===== config.mk =====
export PLATFORM = sky130hd
export DESIGN_NAME = tlc_update
export DESIGN_NICKNAME = d
export VERILOG_FILES = /design/src/rtl/core/tlc_pkg.sv /design/src/rtl/core/tlc_update.sv
export SDC_FILE = /design/constraint.sdc
export NUM_CORES = 1
export LEC_CHECK = 0
export ABC_AREA = 1
export BUFFER_PORTS_ARGS = -buffer_cell sky130_fd_sc_hd__buf_4
export CAP_MARGIN = 20
export CORE_AREA = 2 2 294 296
export DETAILED_ROUTE_END_ITERATION = 6
export DIE_AREA = 0 0 296 298
export PLACE_DENSITY = 0.31
export SLEW_MARGIN = 20
export SYNTH_ARGS = -nofsm -noshare
export SYNTH_HDL_FRONTEND = slang
export SYNTH_SLANG_ARGS = --single-unit

===== constraint.sdc =====
create_clock -name vclk -period 16.8
set_clock_uncertainty 0.2 [all_clocks]
set_input_delay 0.84 -clock vclk [all_inputs]
set_output_delay 0.84 -clock vclk [all_outputs]
set_load 0.05 [all_outputs]

===== src/rtl/core/tlc_pkg.sv =====
// ----------------------------------------------------------------------------
// tlc_pkg
// Shared sizes, row types and outcome codes of the two-level cache lookup.
// ----------------------------------------------------------------------------
package tlc_pkg;

  localparam int ADDR_W      = 32;
  localparam int FIRST_SETS  = 64;
  localparam int FIRST_WAYS  = 4;
  localparam int SECOND_SETS = FIRST_SETS * 2;
  localparam int SECOND_WAYS = FIRST_WAYS * 2;

  localparam int L1_IDX_W = $clog2(FIRST_SETS);
  localparam int L2_IDX_W = $clog2(SECOND_SETS);
  localparam int L1_TAG_W = ADDR_W - L1_IDX_W;
  localparam int L2_TAG_W = ADDR_W - L2_IDX_W;
  localparam int L1_AGE_W = (FIRST_WAYS > 1) ? $clog2(FIRST_WAYS) : 1;
  localparam int L2_AGE_W = $clog2(SECOND_WAYS);

  localparam int OUT_W      = ADDR_W + 2;
  localparam int OUT_DATA_W = ((OUT_W + 7) / 8) * 8;

  localparam logic [1:0] OUT_L1_HIT = 2'd0;
  localparam logic [1:0] OUT_L2_HIT = 2'd1;
  localparam logic [1:0] OUT_MISS   = 2'd2;

  typedef struct packed {
    logic                valid;
    logic [L1_TAG_W-1:0] tag;
    logic [L1_AGE_W-1:0] age;
  } l1_way_t;

  typedef struct packed {
    logic                valid;
    logic [L2_TAG_W-1:0] tag;
    logic [L2_AGE_W-1:0] age;
  } l2_way_t;

  typedef l1_way_t [FIRST_WAYS-1:0]  l1_row_t;
  typedef l2_way_t [SECOND_WAYS-1:0] l2_row_t;

  typedef struct packed {
    logic [1:0] outcome;
    logic       l2_we;
  } tlc_result_t;

endpackage


===== src/rtl/core/tlc_update.sv =====
// ----------------------------------------------------------------------------
// tlc_update
// Tag compare, victim choice and LRU rank update for one L1 set and one
// L2 set read from the tag stores.
// ----------------------------------------------------------------------------
module tlc_update
  import tlc_pkg::*;
(
  input  l1_row_t             l1_row,
  input  l2_row_t             l2_row,
  input  logic [L1_TAG_W-1:0] l1_tag,
  input  logic [L2_TAG_W-1:0] l2_tag,
  output l1_row_t             l1_new,
  output l2_row_t             l2_new,
  output tlc_result_t         result
);

  localparam int L1_WAY_W = L1_AGE_W;
  localparam int L2_WAY_W = L2_AGE_W;

  logic                l1_hit;
  logic [L1_WAY_W-1:0] l1_hw;
  logic                l1_inv;
  logic [L1_WAY_W-1:0] l1_vic;
  logic [L1_WAY_W-1:0] l1_tgt;
  logic [L1_AGE_W:0]   l1_old;

  logic                l2_hit;
  logic                l2_inv;
  logic [L2_WAY_W-1:0] l2_vic;
  logic [L2_AGE_W:0]   l2_old;

  always_comb begin
    l1_hit = 1'b0;
    l1_hw  = '0;
    l1_inv = 1'b0;
    l1_vic = '0;
    for (int i = FIRST_WAYS - 1; i >= 0; i--) begin
      if (l1_row[i].valid && l1_row[i].tag == l1_tag) begin
        l1_hit = 1'b1;
        l1_hw  = L1_WAY_W'(i);
      end
      if (!l1_row[i].valid) begin
        l1_inv = 1'b1;
        l1_vic = L1_WAY_W'(i);
      end
    end
    if (!l1_inv) begin
      l1_vic = '0;
      for (int i = 1; i < FIRST_WAYS; i++) begin
        if (l1_row[i].age > l1_row[l1_vic].age) begin
          l1_vic = L1_WAY_W'(i);
        end
      end
    end
    l1_tgt = l1_hit ? l1_hw : l1_vic;
    l1_old = l1_row[l1_tgt].valid ? {1'b0, l1_row[l1_tgt].age}
                                  : (L1_AGE_W + 1)'(FIRST_WAYS);
    l1_new = l1_row;
    for (int i = 0; i < FIRST_WAYS; i++) begin
      if (L1_WAY_W'(i) != l1_tgt && l1_row[i].valid && {1'b0, l1_row[i].age} < l1_old) begin
        l1_new[i].age = l1_row[i].age + 1'b1;
      end
    end
    l1_new[l1_tgt].valid = 1'b1;
    l1_new[l1_tgt].tag   = l1_tag;
    l1_new[l1_tgt].age   = '0;
  end

  always_comb begin
    l2_hit = 1'b0;
    l2_inv = 1'b0;
    l2_vic = '0;
    for (int i = SECOND_WAYS - 1; i >= 0; i--) begin
      if (l2_row[i].valid && l2_row[i].tag == l2_tag) begin
        l2_hit = 1'b1;
      end
      if (!l2_row[i].valid) begin
        l2_inv = 1'b1;
        l2_vic = L2_WAY_W'(i);
      end
    end
    if (!l2_inv) begin
      l2_vic = '0;
      for (int i = 1; i < SECOND_WAYS; i++) begin
        if (l2_row[i].age > l2_row[l2_vic].age) begin
          l2_vic = L2_WAY_W'(i);
        end
      end
    end
    l2_old = l2_row[l2_vic].valid ? {1'b0, l2_row[l2_vic].age}
                                  : (L2_AGE_W + 1)'(SECOND_WAYS);
    l2_new = l2_row;
    for (int i = 0; i < SECOND_WAYS; i++) begin
      if (L2_WAY_W'(i) != l2_vic && l2_row[i].valid && {1'b0, l2_row[i].age} < l2_old) begin
        l2_new[i].age = l2_row[i].age + 1'b1;
      end
    end
    l2_new[l2_vic].valid = 1'b1;
    l2_new[l2_vic].tag   = l2_tag;
    l2_new[l2_vic].age   = '0;
  end

  always_comb begin
    if (l1_hit) begin
      result.outcome = OUT_L1_HIT;
    end else if (l2_hit) begin
      result.outcome = OUT_L2_HIT;
    end else begin
      result.outcome = OUT_MISS;
    end
    result.l2_we = !l1_hit && !l2_hit;
  end

endmodule


==> flow_metrics.tcl, run 1 <==
set metrics [dict create \
    share_seq_of_total_power_pct 0 \
    timing.slew.headroom_pct 18.0 \
    finalSetupTns_ns 0 \
    main_combinational_cell_family_by_area_after_synthesis "simple AND/OR/NAND/NOR gates" \
    num_vias 19634 \
    grt_max_degree 58 \
    fin_crit_sh_pct 82.1 \
    final_antenna_net_count 0 \
    core_area_mm2 0.0849 \
    die_y_um 298 \
    first_pass_iters 6 \
    final-max-slew-violation-count 0 \
    detailed_place_hpwl_um 104000 \
    power.static_leakage_nw 9.83 \
    power.switching_fraction_pct 69.2 \
    initialDrtViolationCount 1708 \
    numSequentialCells 0 \
    post-synth-top-area-cell "nand2_1" \
    synthesis.instances 2395 \
    synth_simple_gate_area_share_pct 47.1 \
    finalHoldViolations 0 \
    grt_pass1_vias 19215 \
    fraction_of_the_mapped_netlist_area_in_compound_gates_pct 27.1 \
    rows 107 \
    most_common_cell_after_layout_fill_and_taps_aside "nand2_1" \
    share_comb_of_total_power_pct 100.0 \
    placement.io_buffers 749 \
    drc 0 \
    register_area_um2 0 \
    antenna_violations_before_repair 11 \
    floorplan.initialDensity_pct 13.7 \
    most-common-layout-cells "nand2_1, buf_4, o21ai_0" \
    post_synth_fa_ha_maj_area_fraction_pct 6.03 \
    cts_hold_buf 0 \
    path_class "in2out" \
    synthesis.nets 2850 \
    synth_mux_area_share_pct 0 \
    design.die.area_mm2 0.0882 \
    clockPowerShare_pct 0 \
    first_pass_grt_wire_length_um 162000 \
    synth_top_cells_by_area "nand2_1, o21ai_0, inv_1, ha_1, nor2_1" \
    cp_data_arrival_time_ns 12.75 \
    critical_path_peak_fanout 12 \
    grt_setup_unrepaired "no" \
    yosys.area_share.xor_xnor_pct 5.35 \
    final_layout_size_suffix_gt1_share_pct 28.7 \
    fp.dieW_um 296 \
    min_path_type "in2out" \
    synth.lib_cells_used.distinct 52 \
    vias_per_inst 4.67 \
    critical_path.endpoint_type "output port" \
    internal_power_uw 431 \
    wirelength_per_cell_um 28.9 \
    grt.total_usage_pct 26.2 \
    period_minus_slack_ns 13.79 \
    yosys_warnings 0 \
    max_cap_violations 0 \
    crit_path_frequent_cell "nand2_1" \
    yosysTopAreaCellShare_pct 26.9 \
    timing.critical_path.slowest_stage_cell "ha_1" \
    num-fill-cells 10146 \
    synth_area_per_cell_um2 4.85 \
    synth.yosys.seq_area_share_pct 0 \
    area_growth_syn_to_layout_pct 58.3 \
    worst_slew_pin_slew_ns 1.23 \
    io-pin-count 750 \
    setup.worst_path.start_class "primary input" \
    routed_wirelength_um 122000 \
    outcome "finished, final reports clean" \
    switching_power_uw 968 \
    power_density_mw_per_mm2 76.0 \
    timing.fmax_ghz 0.0725 \
    finalHoldWorstSlack_ns 1.85 \
    nNetsFinal 3505 \
    setup_viol 0 \
    final_design_area_no_fill_mm2 0.0184 \
    clock_buffers 0 \
    detailed_place.area_mm2 0.0184 \
    worstPathRequired_ns 15.76 \
    post_synth_instance_area_mm2 0.0116 \
    ir_drop_mv 0.117 \
    postCtsResizedCells 0 \
    globalRoute.totalOverflow 0 \
    cp_slowest_stage_delay_ns 0.47 \
    post-cts-setup-buffers 0 \
    routabilityCongestion 0.914 \
]
cell families (layout without fill, tap and decap cells):
logic type / Yosys count / count (layout)
XOR/XNOR: 71 / 71
other: 1 / 14
adder cells (fa/ha/maj): 56 / 56
AND/OR/NAND/NOR: 1257 / 1257
AO/OA/AOI/OAI: 575 / 575
buffers and inverters: 435 / 1088
stage by stage:
stage                     instances  setup slack (ns)  power (mW)  util, %
final                          4205              3.01        1.40     21.7
after floorplan                2395              5.10       0.898        -
after global placement         4191              3.15        1.39     21.6
after global routing           4196              1.87        1.51     21.6
after detailed placement       4192              3.13        1.38     21.6
after CTS                      4192              3.12        1.39     21.6
power by group through the flow:
stage	registers, mW	clock network (mW)	logic [mW]
2_1_floorplan	0	0	0.898
3_3_place_gp	0	0	1.39
3_5_place_dp	0	0	1.38
4_1_cts	0	0	1.39
5_1_grt	0	0.0000000320	1.51
6_report	0	0.00000000904	1.40
cell type report:
| cell class | instances | area, um2 | area share [%] |
|---|---|---|---|
| inverters | 320 | 1210 | 6.56 |
| diodes | 13 | 32.5 | 0.177 |
| multi-input cells | 1960 | 9950 | 54.1 |
| repair buffers | 768 | 5770 | 31.4 |
| well taps | 1144 | 1430 | 7.78 |
worst paths after layout:
check	startpoint	endpoint	depth (start not counted)
max	l2_row[2]	l2_new[59]	74
min	l2_row[145]	l2_new[145]	3
worst max-delay path, delay by kind of cell:
kind                     cells  cell delay, ns
buffers and inverters       10            1.34
adder cells (fa/ha/maj)      8            2.62
AND/OR/NAND/NOR             31            4.37
AO/OA/AOI/OAI               25            3.57
layer usage:
layer  routed length (um)  track usage (%)  up-vias
li1                     -                -     9185
met1                54700             36.5     9502
met2                56800             43.5      895
met3                 8790             3.71       52
met4                 1350             3.37        0
met5                    0                0        -
synthesized netlist by cell type, types with 3 or more instances:
| cell type | count |
|---|---|
| nand3_2 | 14 |
| clkinv_1 | 8 |
| inv_1 | 274 |
| nand3b_1 | 5 |
| nor3b_1 | 7 |
| nor3_1 | 10 |
| a221oi_1 | 22 |
| nor2_1 | 176 |
| o21ai_0 | 365 |
| buf_4 | 3 |
| nand3_1 | 70 |
| inv_2 | 36 |
| nand2_2 | 17 |
| o211ai_1 | 7 |
| nor2_4 | 7 |
| a31oi_1 | 3 |
| nand4_1 | 41 |
| xnor2_1 | 21 |
| xor2_1 | 50 |
| nand2_1 | 833 |
| and3b_1 | 3 |
| or2_2 | 4 |
| buf_2 | 19 |
| or4_1 | 13 |
| nand2_4 | 11 |
| ha_1 | 56 |
| and2_1 | 3 |
| o22ai_1 | 87 |
| a21oi_1 | 35 |
| nor4_1 | 28 |
| o21ai_1 | 39 |
| nor2_2 | 9 |
| buf_1 | 7 |
| clkbuf_1 | 86 |
(Power assumes the default switching activity.)
==> run 2, diff against run 1 <==
--- a/config.mk
+++ b/config.mk
@@ -5,13 +5,13 @@
 export SDC_FILE = /design/constraint.sdc
 export NUM_CORES = 1
 export LEC_CHECK = 0
-export ABC_AREA = 1
+export ABC_AREA = 0
 export BUFFER_PORTS_ARGS = -buffer_cell sky130_fd_sc_hd__buf_4
 export CAP_MARGIN = 20
-export CORE_AREA = 2 2 294 296
+export CORE_AREA = 2 2 289 291
 export DETAILED_ROUTE_END_ITERATION = 6
-export DIE_AREA = 0 0 296 298
-export PLACE_DENSITY = 0.31
+export DIE_AREA = 0 0 291 293
+export PLACE_DENSITY = 0.32
 export SLEW_MARGIN = 20
 export SYNTH_ARGS = -nofsm -noshare
 export SYNTH_HDL_FRONTEND = slang
==> constraint.sdc (replaced) <==
create_clock -name vclk -period 12.4
set_clock_uncertainty 0.2 [all_clocks]
set_input_delay 0.62 -clock vclk [all_inputs]
set_output_delay 0.62 -clock vclk [all_outputs]
set_load 0.05 [all_outputs]
==> flow_metrics.tcl, run 2 <==
set metrics [dict create \
    outcome "finished, final reports clean" \
    most_common_cell_after_layout_fill_and_taps_aside "buf_4" \
    synth_mux_area_share_pct 28.5 \
    path_class "in2out" \
    post_synth_instance_area_mm2 0.0112 \
    power.static_leakage_nw 8.51 \
    timing.fmax_ghz 0.0840 \
    routabilityCongestion 0.895 \
    post_synth_fa_ha_maj_area_fraction_pct 6.25 \
    path_buf_inv 7 \
    critical_path.endpoint_type "output port" \
    yosys_warnings 0 \
    timing.slew.headroom_pct 28.1 \
    nNetsFinal 2697 \
    num_vias 14693 \
    critical_path_peak_fanout 7 \
    yosysTopAreaCellShare_pct 25.9 \
    grt_pass1_vias 15229 \
    timing.critical_path.depth 59 \
    min_path_type "in2out" \
    num-fill-cells 9172 \
    setup.worst_path.start_class "primary input" \
    vias_per_inst 4.43 \
    most-common-layout-cells "buf_4, mux2_2, nand2_1" \
    timing.hold.worst_endpoint "l2_new[178]" \
    crit_family "compound AO/OA/AOI/OAI gates" \
    final-max-slew-violation-count 0 \
    finalSetupTns_ns 0 \
    fp.dieW_um 291 \
    design.die.area_mm2 0.0853 \
    synthesis.instances 1497 \
    wl_met1_um 40700 \
    routed-wl-met2_um 52100 \
    hold_path_startpoint "l2_row[178]" \
    setup_viol 0 \
    power_density_mw_per_mm2 148 \
    wirelength_per_cell_um 30.0 \
    first_pass_iters 5 \
    routed.top_layer "met5" \
    drc 0 \
    numSequentialCells 0 \
    synth.yosys.seq_area_share_pct 0 \
    synthesis.nets 1952 \
    main_combinational_cell_family_by_area_after_synthesis "multiplexers" \
    die_y_um 293 \
    crit_path_frequent_cell "ha_1" \
    routed_wirelength_um 99400 \
    max_cap_violations 0 \
    core_area_mm2 0.0818 \
    yosys.area_share.xor_xnor_pct 24.0 \
    cp_data_arrival_time_ns 11.08 \
    synth_area_per_cell_um2 7.49 \
    grt.total_usage_pct 22.0 \
    rows 105 \
    first_pass_grt_wire_length_um 131000 \
    final_layout_size_suffix_gt1_share_pct 56.7 \
    post-synth-top-area-cell "mux2_2" \
    clock_buffers 0 \
    netlist_top_cells_count "mux2_2, nand2_1, xor2_1" \
    worstPathRequired_ns 11.58 \
    placement.io_buffers 749 \
    cts_hold_buf 0 \
    hold-path-cell-count 4 \
    floorplan.initialDensity_pct 13.7 \
    yosysMostFrequentCell "mux2_2" \
    register_area_um2 0 \
    ir_drop_mv 0.131 \
    finalHoldViolations 0 \
    synth_top_cells_by_area "mux2_2, xor2_1, xnor2_1, nand2_1, ha_1" \
    area_growth_syn_to_layout_pct 73.4 \
    final_antenna_net_count 0 \
    period_minus_slack_ns 11.90 \
    fin_crit_sh_pct 96.0 \
    globalRoute.totalOverflow 0 \
    timing.critical_path.slowest_stage_cell "or3_4" \
    final_core_utilization_pct 23.8 \
    synth_simple_gate_area_share_pct 22.3 \
    synth.lib_cells_used.distinct 84 \
    detailed_place_hpwl_um 85400 \
    cp_slowest_stage_delay_ns 0.41 \
    dr_wl_met3_um 5410 \
    fraction_of_the_mapped_netlist_area_in_compound_gates_pct 12.5 \
    antenna_violations_before_repair 12 \
    worst_slew_pin_slew_ns 1.07 \
    initialDrtViolationCount 880 \
    io-pin-count 750 \
    grt_max_degree 33 \
]
[run 2: changes by cell type after synthesis, sizes merged, moves of 24 or more]
cell and change:
o21ai -371, nor2 -147, clkbuf -26, buf +40, mux2 +259, nand4 +24
mux2i +28, nor4 +28, nand2 -649, xnor2 +124, inv -280, o22ai -80
nand3 -46, xor2 +111
[run 2: report_power, final]
| group | switching [mW] | internal, mW | leakage [nW] | total [mW] |
|---|---|---|---|---|
| Combinational | 1.75 | 1.13 | 8.51 | 2.88 |
| Clock | 0 | 0.0000000652 | 0.0000380 | 0.0000000652 |
| Sequential | 0 | 0 | 0 | 0 |
| Total | 1.75 | 1.13 | 8.51 | 2.88 |
[run 2: through the flow]
step / hold WS (ns) / power (mW) / cell area (um2) / setup slack, ns / std cells
3_5_place_dp: 1.42 / 2.69 / 18700 / -0.300 / 3289
6_report: 1.42 / 2.88 / 19500 / 0.499 / 3316
3_3_place_gp: 1.42 / 2.69 / 18700 / -0.000643 / 3289
4_1_cts: 1.42 / 2.74 / 18800 / 0.0154 / 3295
5_1_grt: 1.44 / 3.03 / 19500 / -0.113 / 3316
2_1_floorplan: 1.25 / 1.64 / 11500 / 0.0168 / 1497
[run 2: layer usage]
| layer | GRT usage (%) | vias to the layer above |
|---|---|---|
| li1 | - | 6858 |
| met1 | 26.2 | 7234 |
| met2 | 41.7 | 547 |
| met3 | 4.09 | 50 |
| met4 | 2.39 | 4 |
| met5 | 0 | - |
[run 2: area by class of cell]
class	instances	area (um2)	area share, %
Multi-Input combinational cell	1336	11300	58.0
Timing Repair Buffer	872	6700	34.4
Tap cell	1070	1340	6.88
Inverter	32	120	0.617
Antenna cell	6	15.0	0.0772
[run 2: what timing repair did]
action,4_1_cts,5_1_grt
setup buffers,6,15
endpoints found under the setup margin,23,25
gates resized for setup,7,103
pin swaps,3,39
[run 2: how the worst max path moves through the flow]
stage | startpoint | endpoint | slack, ns
detailed placement | l2_row[1] | l2_new[60] | -0.30
floorplan | l2_row[2] | l2_new[176] | 0.02
global route | l2_row[2] | l2_new[2] | -0.11
CTS | l2_row[1] | l2_new[60] | 0.02
global placement | l2_row[1] | l2_new[117] | -0.0006
finish | l2_row[2] | l2_new[2] | 0.50
[run 2: logic make-up (layout without fill, tap and decap cells)]
logic type | after synthesis | count (layout)
fa+ha+maj | 56 | 56
other cells | 1 | 7
xor+xnor | 306 | 306
simple gates | 502 | 502
buf+inv | 161 | 904
compound gates | 184 | 184
mux | 287 | 287
==> run 3, diff against run 2 <==
--- a/config.mk
+++ b/config.mk
@@ -11,7 +11,7 @@
 export CORE_AREA = 2 2 289 291
 export DETAILED_ROUTE_END_ITERATION = 6
 export DIE_AREA = 0 0 291 293
-export PLACE_DENSITY = 0.32
+export PLACE_DENSITY = 0.36
 export SLEW_MARGIN = 20
 export SYNTH_ARGS = -nofsm -noshare
 export SYNTH_HDL_FRONTEND = slang
==> flow_metrics.tcl, run 3 (synthesis results as in run 2) <==
set metrics [dict create \
    grt.total_usage_pct 21.1 \
    globalRoute.totalOverflow 0 \
    most-common-layout-cells "buf_4, mux2_2, nand2_1" \
    setup_viol 0 \
    routabilityCongestion 0.887 \
    ir_drop_mv 0.122 \
    crit_family "compound AO/OA/AOI/OAI gates" \
    design.die.area_mm2 0.0853 \
    die_y_um 293 \
    period_minus_slack_ns 11.99 \
    multiInputGateArea_mm2 0.0112 \
    clock_buffers 0 \
    cp_data_arrival_time_ns 11.17 \
    setup.worst_path.start_class "primary input" \
    most_common_cell_after_layout_fill_and_taps_aside "buf_4" \
    grt_max_degree 34 \
    final_antenna_net_count 0 \
    crit_path_frequent_cell "a211oi_2" \
    power.static_leakage_nw 8.42 \
    outcome "finished with violations" \
    worst_slew_pin_slew_ns 0.885 \
    vias_per_inst 4.46 \
    placement.io_buffers 749 \
    critical_path_peak_fanout 8 \
    timing.slew.headroom_pct 40.5 \
    area_growth_syn_to_layout_pct 71.3 \
    numSequentialCells 0 \
    critical_path.endpoint_type "output port" \
    detailed_place_hpwl_um 83000 \
    floorplan.initialDensity_pct 13.7 \
    final-max-slew-violation-count 0 \
    min_path_type "in2out" \
    core_area_mm2 0.0818 \
    antenna_violations_before_repair 20 \
    grt_pass1_vias 14950 \
    drc 4 \
    max_cap_violations 0 \
    fp.dieW_um 291 \
    power_density_mw_per_mm2 146 \
    register_area_um2 0 \
    path_buf_inv 9 \
    finalSetupTns_ns 0 \
    finalHoldViolations 0 \
    violations "DRC" \
    io-pin-count 750 \
    first_pass_iters 7 \
    worstPathRequired_ns 11.58 \
    rows 105 \
    initialDrtViolationCount 706 \
    fin_crit_sh_pct 96.7 \
    routed_wirelength_um 95700 \
    final_layout_size_suffix_gt1_share_pct 56.3 \
    timing.fmax_ghz 0.0834 \
    wirelength_per_cell_um 29.0 \
    first_pass_grt_wire_length_um 126000 \
    num_vias 14734 \
    nNetsFinal 2684 \
    num-fill-cells 9142 \
    cp_slowest_stage_delay_ns 0.41 \
    timing.critical_path.slowest_stage_cell "or3_4" \
    design_power_total_mw 2.81 \
    path_class "in2out" \
]
-- run 3: cell count changes in the layout (fill, tap and decap cells not counted), moves of 3 or more --
cell and change:
ha_4 -4, buf_6 +3, o21ai_1 -3, buf_4 -11
buf_12 -5
-- run 3: final timing paths --
check                       start          end  slack [ns]  cells after the start
worst max-delay path    l2_row[2]    l2_new[2]        0.41                     61
worst min-delay path  l2_row[200]  l2_new[200]        1.41                      4
-- run 3: cell type report --
cell class         instances  area share (%)
diodes                     8           0.104
multi-input cells       1336            58.3
repair buffers           859            34.0
inverters                 32           0.625
well taps               1070            6.97
-- run 3: repair_timing --
item / CTS / global route
hold buffers: 0 / 0
endpoints found under the setup margin: 21 / 41
pin swaps: 2 / 41
buffers inserted: 1 / 16
resized for setup: 7 / 91
-- run 3: per-layer routing --
layer  global-route usage, %  vias up  part of all wire, %
met5                       0        -                0.037
met4                    3.49        6                  2.3
met3                    5.10       91                  7.2
met2                    40.8      664                   53
met1                    23.3     7136                   38
li1                        -     6837                    -
-- run 3: metrics by stage --
step	util (%)	instance area [um2]	instances	setup slack, ns	hold WS, ns
3_5_place_dp	22.7	18600	3280	-0.202	1.41
2_1_floorplan	-	11500	1497	0.0168	1.25
3_3_place_gp	22.7	18600	3279	0.0207	1.41
4_1_cts	22.8	18600	3281	0.0171	1.41
6_report	23.5	19200	3305	0.408	1.41
5_1_grt	23.5	19200	3301	-0.122	1.43
-- run 3: power by group --
group	leakage (nW)	internal [mW]	switching [mW]
Clock	0.0000535	0.0000000175	0
Combinational	8.42	1.09	1.72
Sequential	0	0	0
